### config.mk
export PLATFORM = sky130hd
export DESIGN_NAME = dra_ctrl
export DESIGN_NICKNAME = d
export VERILOG_FILES = /design/src/rtl/core/dra_pkg.sv /design/src/rtl/core/dra_ctrl.sv
export SDC_FILE = /design/constraint.sdc
export NUM_CORES = 1
export LEC_CHECK = 0
export ABC_AREA = 1
export BUFFER_PORTS_ARGS = -buffer_cell sky130_fd_sc_hd__clkbuf_2
export CAP_MARGIN = 10
export CORE_AREA = 3 3 51 53
export CTS_CLUSTER_DIAMETER = 30
export DETAILED_ROUTE_END_ITERATION = 10
export DIE_AREA = 0 0 54 56
export PLACE_DENSITY_LB_ADDON = 0.08
export RECOVER_POWER = 100
export SYNTH_ARGS = -nofsm -noshare
export SYNTH_HDL_FRONTEND = slang
export SYNTH_SLANG_ARGS = --single-unit
### constraint.sdc
create_clock -name clock -period 2.1 [get_ports clock]
set_input_delay 0.315 -clock clock [delete_from_list [all_inputs] [get_ports clock]]
set_output_delay 0.315 -clock clock [all_outputs]
set_load 0.02 [all_outputs]
### src/rtl/core/dra_pkg.sv
// ----------------------------------------------------------------------------
// dra_pkg: shared types and constants of the deadline rate allocator
// field widths, function codes, register indexes and controller/datapath bundles
// ----------------------------------------------------------------------------
package dra_pkg;

   localparam int RATE_W     = 32;
   localparam int GAIN_W     = 16;
   localparam int IVL_W      = 16;
   localparam int TOT_W      = 34;
   localparam int BITS_W     = 40;
   localparam int SLOT_W     = 6;
   localparam int BYTES_W    = 16;
   localparam int QUEUE_W    = 24;
   localparam int FUNC_W     = 2;
   localparam int CSR_IDX_W  = 3;
   localparam int CSR_DATA_W = 32;
   localparam int DIV_W      = 40;
   localparam int DIV_CNT_W  = 6;
   localparam int SUM_W      = 59;

   // packet function codes
   localparam logic [FUNC_W-1:0] FUNC_DATA  = 2'd0;
   localparam logic [FUNC_W-1:0] FUNC_ACK   = 2'd1;
   localparam logic [FUNC_W-1:0] FUNC_METER = 2'd2;
   localparam logic [FUNC_W-1:0] FUNC_SPARE = 2'd3;

   // register indexes
   localparam logic [CSR_IDX_W-1:0] CSR_LINK_RATE  = 3'd0;
   localparam logic [CSR_IDX_W-1:0] CSR_GAIN_ALPHA = 3'd1;
   localparam logic [CSR_IDX_W-1:0] CSR_GAIN_BETA  = 3'd2;
   localparam logic [CSR_IDX_W-1:0] CSR_INTERVAL   = 3'd3;
   localparam logic [CSR_IDX_W-1:0] CSR_FLOOR_RATE = 3'd4;

   // lower clamp of the estimate is a third of the link rate,
   // taken as (link * ceil(2^33/3)) >> 33, exact for every 32-bit link rate
   localparam logic [RATE_W-1:0] THIRD_RECIP = 32'hAAAA_AAAB;
   localparam int                THIRD_SHIFT = 33;

   typedef enum logic [1:0] {
      DIV_OP_Y  = 2'd0,
      DIV_OP_Q  = 2'd1,
      DIV_OP_FS = 2'd3
   } div_op_type;

   typedef struct packed {
      logic       capture;
      logic       start_meas;
      logic       div_go;
      logic       div_take;
      div_op_type div_op;
      logic       mult;
      logic       sum;
      logic       est_upd;
      logic       meter;
      logic       totals;
      logic       alloc;
      logic       commit;
      logic       ack;
      logic       load_out;
   } dra_cmd_type;

   typedef struct packed {
      logic started;
      logic refine_due;
      logic div_done;
      logic route_data;
      logic route_ack;
   } dra_status_type;

endpackage

### src/rtl/core/dra_ctrl.sv
// ----------------------------------------------------------------------------
// dra_ctrl: sequencer of the rate allocator
// walks one request through refinement, metering and the flow update
// ----------------------------------------------------------------------------
module dra_ctrl import dra_pkg::*; (
   input  logic           clock,
   input  logic           reset,
   input  logic           req_valid,
   output logic           req_ready,
   output logic           rsp_valid,
   input  logic           rsp_ready,
   output dra_cmd_type    cmd,
   input  dra_status_type status
);

   typedef enum logic [15:0] {
      ST_IDLE   = 16'h0001,
      ST_CHECK  = 16'h0002,
      ST_DIV_Y  = 16'h0004,
      ST_DIV_Q  = 16'h0008,
      ST_Q_GO   = 16'h0010,
      ST_MUL    = 16'h0020,
      ST_SUM    = 16'h0040,
      ST_EST    = 16'h0080,
      ST_METER  = 16'h0100,
      ST_TOTALS = 16'h0200,
      ST_FS_GO  = 16'h0400,
      ST_DIV_FS = 16'h0800,
      ST_ALLOC  = 16'h1000,
      ST_COMMIT = 16'h2000,
      ST_ACK    = 16'h4000,
      ST_DONE   = 16'h8000
   } state_type;

   state_type state_ff, state_in;
   logic      rsp_valid_ff, rsp_valid_in;

   always_comb begin
      state_in     = state_ff;
      rsp_valid_in = rsp_valid_ff && !rsp_ready;
      cmd          = '0;
      cmd.div_op   = DIV_OP_Y;
      req_ready    = 1'b0;
      case (state_ff)
         ST_IDLE: begin
            req_ready = 1'b1;
            if (req_valid) begin
               cmd.capture = 1'b1;
               state_in    = ST_CHECK;
            end
         end
         ST_CHECK: begin
            if (!status.started) begin
               cmd.start_meas = 1'b1;
               state_in       = ST_METER;
            end else if (status.refine_due) begin
               cmd.div_go = 1'b1;
               state_in   = ST_DIV_Y;
            end else begin
               state_in = ST_METER;
            end
         end
         ST_DIV_Y: begin
            if (status.div_done) begin
               cmd.div_take = 1'b1;
               state_in     = ST_Q_GO;
            end
         end
         ST_Q_GO: begin
            // launch the backlog division
            cmd.div_op = DIV_OP_Q;
            cmd.div_go = 1'b1;
            state_in   = ST_DIV_Q;
         end
         ST_DIV_Q: begin
            cmd.div_op = DIV_OP_Q;
            if (status.div_done) begin
               cmd.div_take = 1'b1;
               state_in     = ST_MUL;
            end
         end
         ST_MUL: begin
            cmd.mult = 1'b1;
            state_in = ST_SUM;
         end
         ST_SUM: begin
            cmd.sum  = 1'b1;
            state_in = ST_EST;
         end
         ST_EST: begin
            cmd.est_upd = 1'b1;
            state_in    = ST_METER;
         end
         ST_METER: begin
            cmd.meter = 1'b1;
            if (status.route_data)
               state_in = ST_TOTALS;
            else if (status.route_ack)
               state_in = ST_ACK;
            else
               state_in = ST_DONE;
         end
         ST_TOTALS: begin
            cmd.totals = 1'b1;
            state_in   = ST_FS_GO;
         end
         ST_FS_GO: begin
            cmd.div_op = DIV_OP_FS;
            cmd.div_go = 1'b1;
            state_in   = ST_DIV_FS;
         end
         ST_DIV_FS: begin
            cmd.div_op = DIV_OP_FS;
            if (status.div_done) begin
               cmd.div_take = 1'b1;
               state_in     = ST_ALLOC;
            end
         end
         ST_ALLOC: begin
            cmd.alloc = 1'b1;
            state_in  = ST_COMMIT;
         end
         ST_COMMIT: begin
            cmd.commit = 1'b1;
            state_in   = ST_DONE;
         end
         ST_ACK: begin
            cmd.ack  = 1'b1;
            state_in = ST_DONE;
         end
         ST_DONE: begin
            if (!rsp_valid_ff || rsp_ready) begin
               cmd.load_out = 1'b1;
               rsp_valid_in = 1'b1;
               state_in     = ST_IDLE;
            end
         end
         default: state_in = ST_IDLE;
      endcase
   end

   always_ff @(posedge clock) begin
      if (reset) begin
         state_ff     <= ST_IDLE;
         rsp_valid_ff <= 1'b0;
      end else begin
         state_ff     <= state_in;
         rsp_valid_ff <= rsp_valid_in;
      end
   end

   assign rsp_valid = rsp_valid_ff;

endmodule
Word level (Yosys, flattened, before mapping)
Index checks and enable logic that the tools add are counted.
Widths: inputs -> output; s select.
{"block": "classes", "eq_ne": 21, "n_mux": 33, "reduce_logical": 10}
{"operator": "$pmux 16 s15", "n": 1}
{"operator": "$mux 16", "n": 8}
{"operator": "$mux 1", "n": 21}
{"operator": "$eq 16x1->1 const B", "n": 1}
{"operator": "$eq 16x10->1 const B", "n": 1}
{"operator": "$eq 16x11->1 const B", "n": 1}
{"operator": "$eq 16x12->1 const B", "n": 1}
{"operator": "$eq 16x13->1 const B", "n": 1}
{"operator": "$eq 16x14->1 const B", "n": 1}
{"operator": "$eq 16x15->1 const B", "n": 1}
{"operator": "$eq 16x16->1 const B", "n": 1}
{"operator": "$eq 16x2->1 const B", "n": 1}
{"operator": "$eq 16x3->1 const B", "n": 1}
{"operator": "$eq 16x4->1 const B", "n": 1}
{"operator": "$eq 16x5->1 const B", "n": 1}
{"operator": "$eq 16x6->1 const B", "n": 1}
{"operator": "$eq 16x7->1 const B", "n": 1}
{"operator": "$eq 16x8->1 const B", "n": 1}
{"operator": "$eq 16x9->1 const B", "n": 1}
{"operator": "$ne 2x2->1 const B", "n": 5}
{"operator": "$mux 9", "n": 1}
{"operator": "$reduce_or 2->1", "n": 4}
{"operator": "$reduce_and 5->1", "n": 1}
{"operator": "$pmux 2 s2", "n": 1}
{"operator": "other kinds (5)", "n": 6}
{"block": "totals", "reg_bits": 17, "input_bits": 9, "output_inout_bits": 17}

Longest topological paths before layout
{"block": "depth", "ltp_word": 4, "depth_mapped": 11}

Worst setup path after synthesis
No wires, ideal clock.
{"block": "synth_timing", "path_kind": "flip-flop to output port", "startpoint": "register state_ff[12]", "endpoint": "output cmd[6] (netlist name)", "arrival_time_ns": 1.530, "setup_slack_ns": 0.255, "stages_incl_launch_ff": 7, "cell_sequence": "dfxtp_1 nor2_2 nand2_2 nor2_4 buf_6 inv_1 nor4_1"}
{"element": "from (decl)", "line_no": "dra_ctrl.sv:35", "source": "state_type state_ff, state_in;"}
{"element": "from (signal assigned)", "line_no": "dra_ctrl.sv:147", "source": "state_ff <= state_in;"}
{"element": "to (decl)", "line_no": "dra_ctrl.sv:12", "source": "output dra_cmd_type cmd,"}

==> flow_summary_export.csv <==
group,metric,value,unit
synth,synth_seq_cells,17,
timing,whs,0.192,ns
clock_tree,clk_pin_slew_worst_paths,0.10,ns
timing,slew_viol_final,0,
timing,worst_pin_slew,0.331,ns
pwr,report.power.total,1.24,mW
synth,synth.distinct_cells,28,
timing,fin_tns_setup,0,ns
floorplan,ios,26,
critical_path,cp_max_fo,5,
floorplan,die_x,54,um
timing,fin_crit_sh,95.0,%
synth,ys.flop_type,"dfxtp_1",
floorplan,dieHeight,56,um
synth,synthCells,193,
synth,ys_warn_count,0,
detailed_routing,wl,2940,um
synth,seq_area_frac_synth,27.3,%
clock_tree,cts_buffer_depth,2,
finish,final_nets,235,
critical_path,critPathArrivalTime,1.68,ns
grt,gr-total-overflow,0,
critical_path,critPathRequiredTime,1.78,ns
grt,first_global_vias,1154,
timing,max_slew_margin,77.8,%
detailed_routing,drtIter0Drc,47,
synth,netlist.area_leader.share,27.3,%
synth,syn_area,1250,um2
detailed_routing,vias_per_cell,5.13,
placement,gp_congestion,0.841,
grt,grtUsageTotal,20.4,%
clock_tree,clk_latency,0.29,ns
timing,min_period,2.00,ns
floorplan,coreArea,2190,um2
grt,antenna_found_initial,0,
synth,async_flop_share,0,%
detailed_routing,num_vias,1297,
detailed_routing,wl_per_cell,11.6,um
critical_path,worstSetupEndpointType,"output port",
critical_path,worstSetupPathType,"reg2out",
finish,drive_gt1_share,30.2,%
timing,rsz0062_at_grt,"true",
clock_tree,cts-htree-levels,1,
placement,hpwl,2270,um
placement,placement.io_buffers,25,
min_path,hold_class,"in2reg",
synth,synth_area_leaders,"dfxtp_1 (27%), inv_1 (14%), nand2_1 (9.0%)",
finish,synthToLayoutAreaGrowth,18.8,%
run,cap_violations,0,
timing,setup_viol,0,
run_status,status,"finished clean",
detailed_routing,firstDrtPassIters,5,
finish,num_antenna_cells,0,
timing,clock.fmax,0.501,GHz
critical_path,cp-start-kind,"flip-flop",
synth,yosysTopAreaCell,"dfxtp_1",
finish,fillers,218,
pwr,power_density,837,nW/um2
synth,syn-num-nets,202,
clock_tree,cts_tree,"built",
clock_tree,cts_sinks,17,
grt,grt_max_degree,11,
clock_tree,clockRootBuffer,"clkbuf_4",
detailed_routing,drc_errors,0,
grt,grt_first_pass_wirelength,4770,um
clock_tree,cts-buffers-inserted,3,
pwr,peakVddDrop,0.000656,V
detailed_routing,drtAntennaViolNets,0,
floorplan,rows,17,
pwr,p_leak,0.868,nW
floorplan,dieArea,3020,um2
synth,synth_area_per_cell,6.46,um2
synth,synth-edff-count,0,
timing,hold_viol,0,
floorplan,start_util,56.9,%
timing,skew,0.000944,ns
==> synth_stat cells (2+ instances only) <==
cell type  count
o21ai_0        2
nand3_1       19
nor3_1         8
nand4_2        2
nor4_1         4
nand2_2        4
nand3_2        4
a21oi_1        3
dfxtp_1       17
inv_1         47
nor2_1        23
nor2_2        11
nand2_1       30
nand2_4        5
==> per-stage QoR <==
step	std cells	area [um2]	setup WS (ns)	util [%]
4_1_cts	251	1440	0.0413	65.8
2_1_floorplan	193	1250	0.255	-
3_5_place_dp	244	1390	0.334	63.6
3_3_place_gp	244	1390	0.377	63.6
6_report	253	1480	0.104	67.6
5_1_grt	253	1480	-0.00533	67.6
==> cell families (layout without fill, tap and decap cells) <==
family | Yosys count | count (layout) | share of synthesized area, %
AND/OR/NAND/NOR | 117 | 118 | 52.4
buffers and inverters | 52 | 83 | 16.4
AO/OA/AOI/OAI | 7 | 7 | 3.91
flip-flops | 17 | 17 | 27.3
==> registers in the layout (all words and copies together), names as in the netlist <==
name and flops:
state_ff 16, rsp_valid 1
==> final timing paths <==
| path | start | endpoint | slack (ns) | cells past startpoint |
|---|---|---|---|---|
| worst max-delay path | state_ff[11] | cmd[8] | 0.10 | 7 |
| worst max register to register | state_ff[11] | state_ff[0] | 0.48 | 12 |
| worst min register to register | state_ff[3] | state_ff[3] | 0.58 | 4 |
| worst min-delay path | status[1] | state_ff[14] | 0.19 | 2 |
==> power by group <==
group | switching (mW) | internal, mW
Combinational | 0.452 | 0.219
Sequential | 0.0362 | 0.357
Clock | 0.107 | 0.0708
Total | 0.594 | 0.646
==> area by class of cell <==
type                       count  area [um2]  share of cell area [%]
clock buffer                   3        22.5                    1.52
clock inverter                 1        5.00                   0.338
inverter                      50         190                    12.8
multi-input combinational    125         734                    49.6
sequential                    17         340                    23.0
tap                           28        35.0                    2.36
timing repair buffer          29         154                    10.4
==> metal layers <==
metal	share of wire, %	vias to the layer above	global-route usage [%]
li1	-	656	-
met1	44	589	24.8
met2	49	44	36.3
met3	4.9	8	2.95
met4	1.4	0	4.98
met5	0	-	0
==> worst max-delay path, stage by stage (launching register included) <==
cell	delay, ns
dfxtp_1	0.34
nor2_1	0.15
nand2_2	0.15
nor2_2	0.24
buf_4	0.17
nand3_1	0.10
inv_1	0.08
clkbuf_2	0.16
==> cell usage in the layout (no fill, tap or decap), types with 2 or more instances in the layout <==
cell,synthesis,layout
nor2_2,11,10
dfxtp_1,17,17
nand3_1,19,18
buf_2,0,2
nand3_2,4,5
nand4_2,2,2
clkbuf_4,0,3
o21ai_0,2,2
nand2_1,30,30
buf_4,0,4
inv_1,47,47
nor3_1,8,7
clkbuf_2,0,22
nand2_2,4,4
a21oi_1,3,3
nor4_1,4,4
nand2_4,5,5
nor2_1,23,23
nor2_4,1,3
==> timing repair <==
action / CTS / global route
pin swaps: 1 / 1
hold buffers: 0 / 0
gates resized for setup: 0 / 7
setup buffers: 3 / 1
cloned: 0 / 1
setup endpoints to repair: 1 / 9
(Power assumes the default switching activity.)
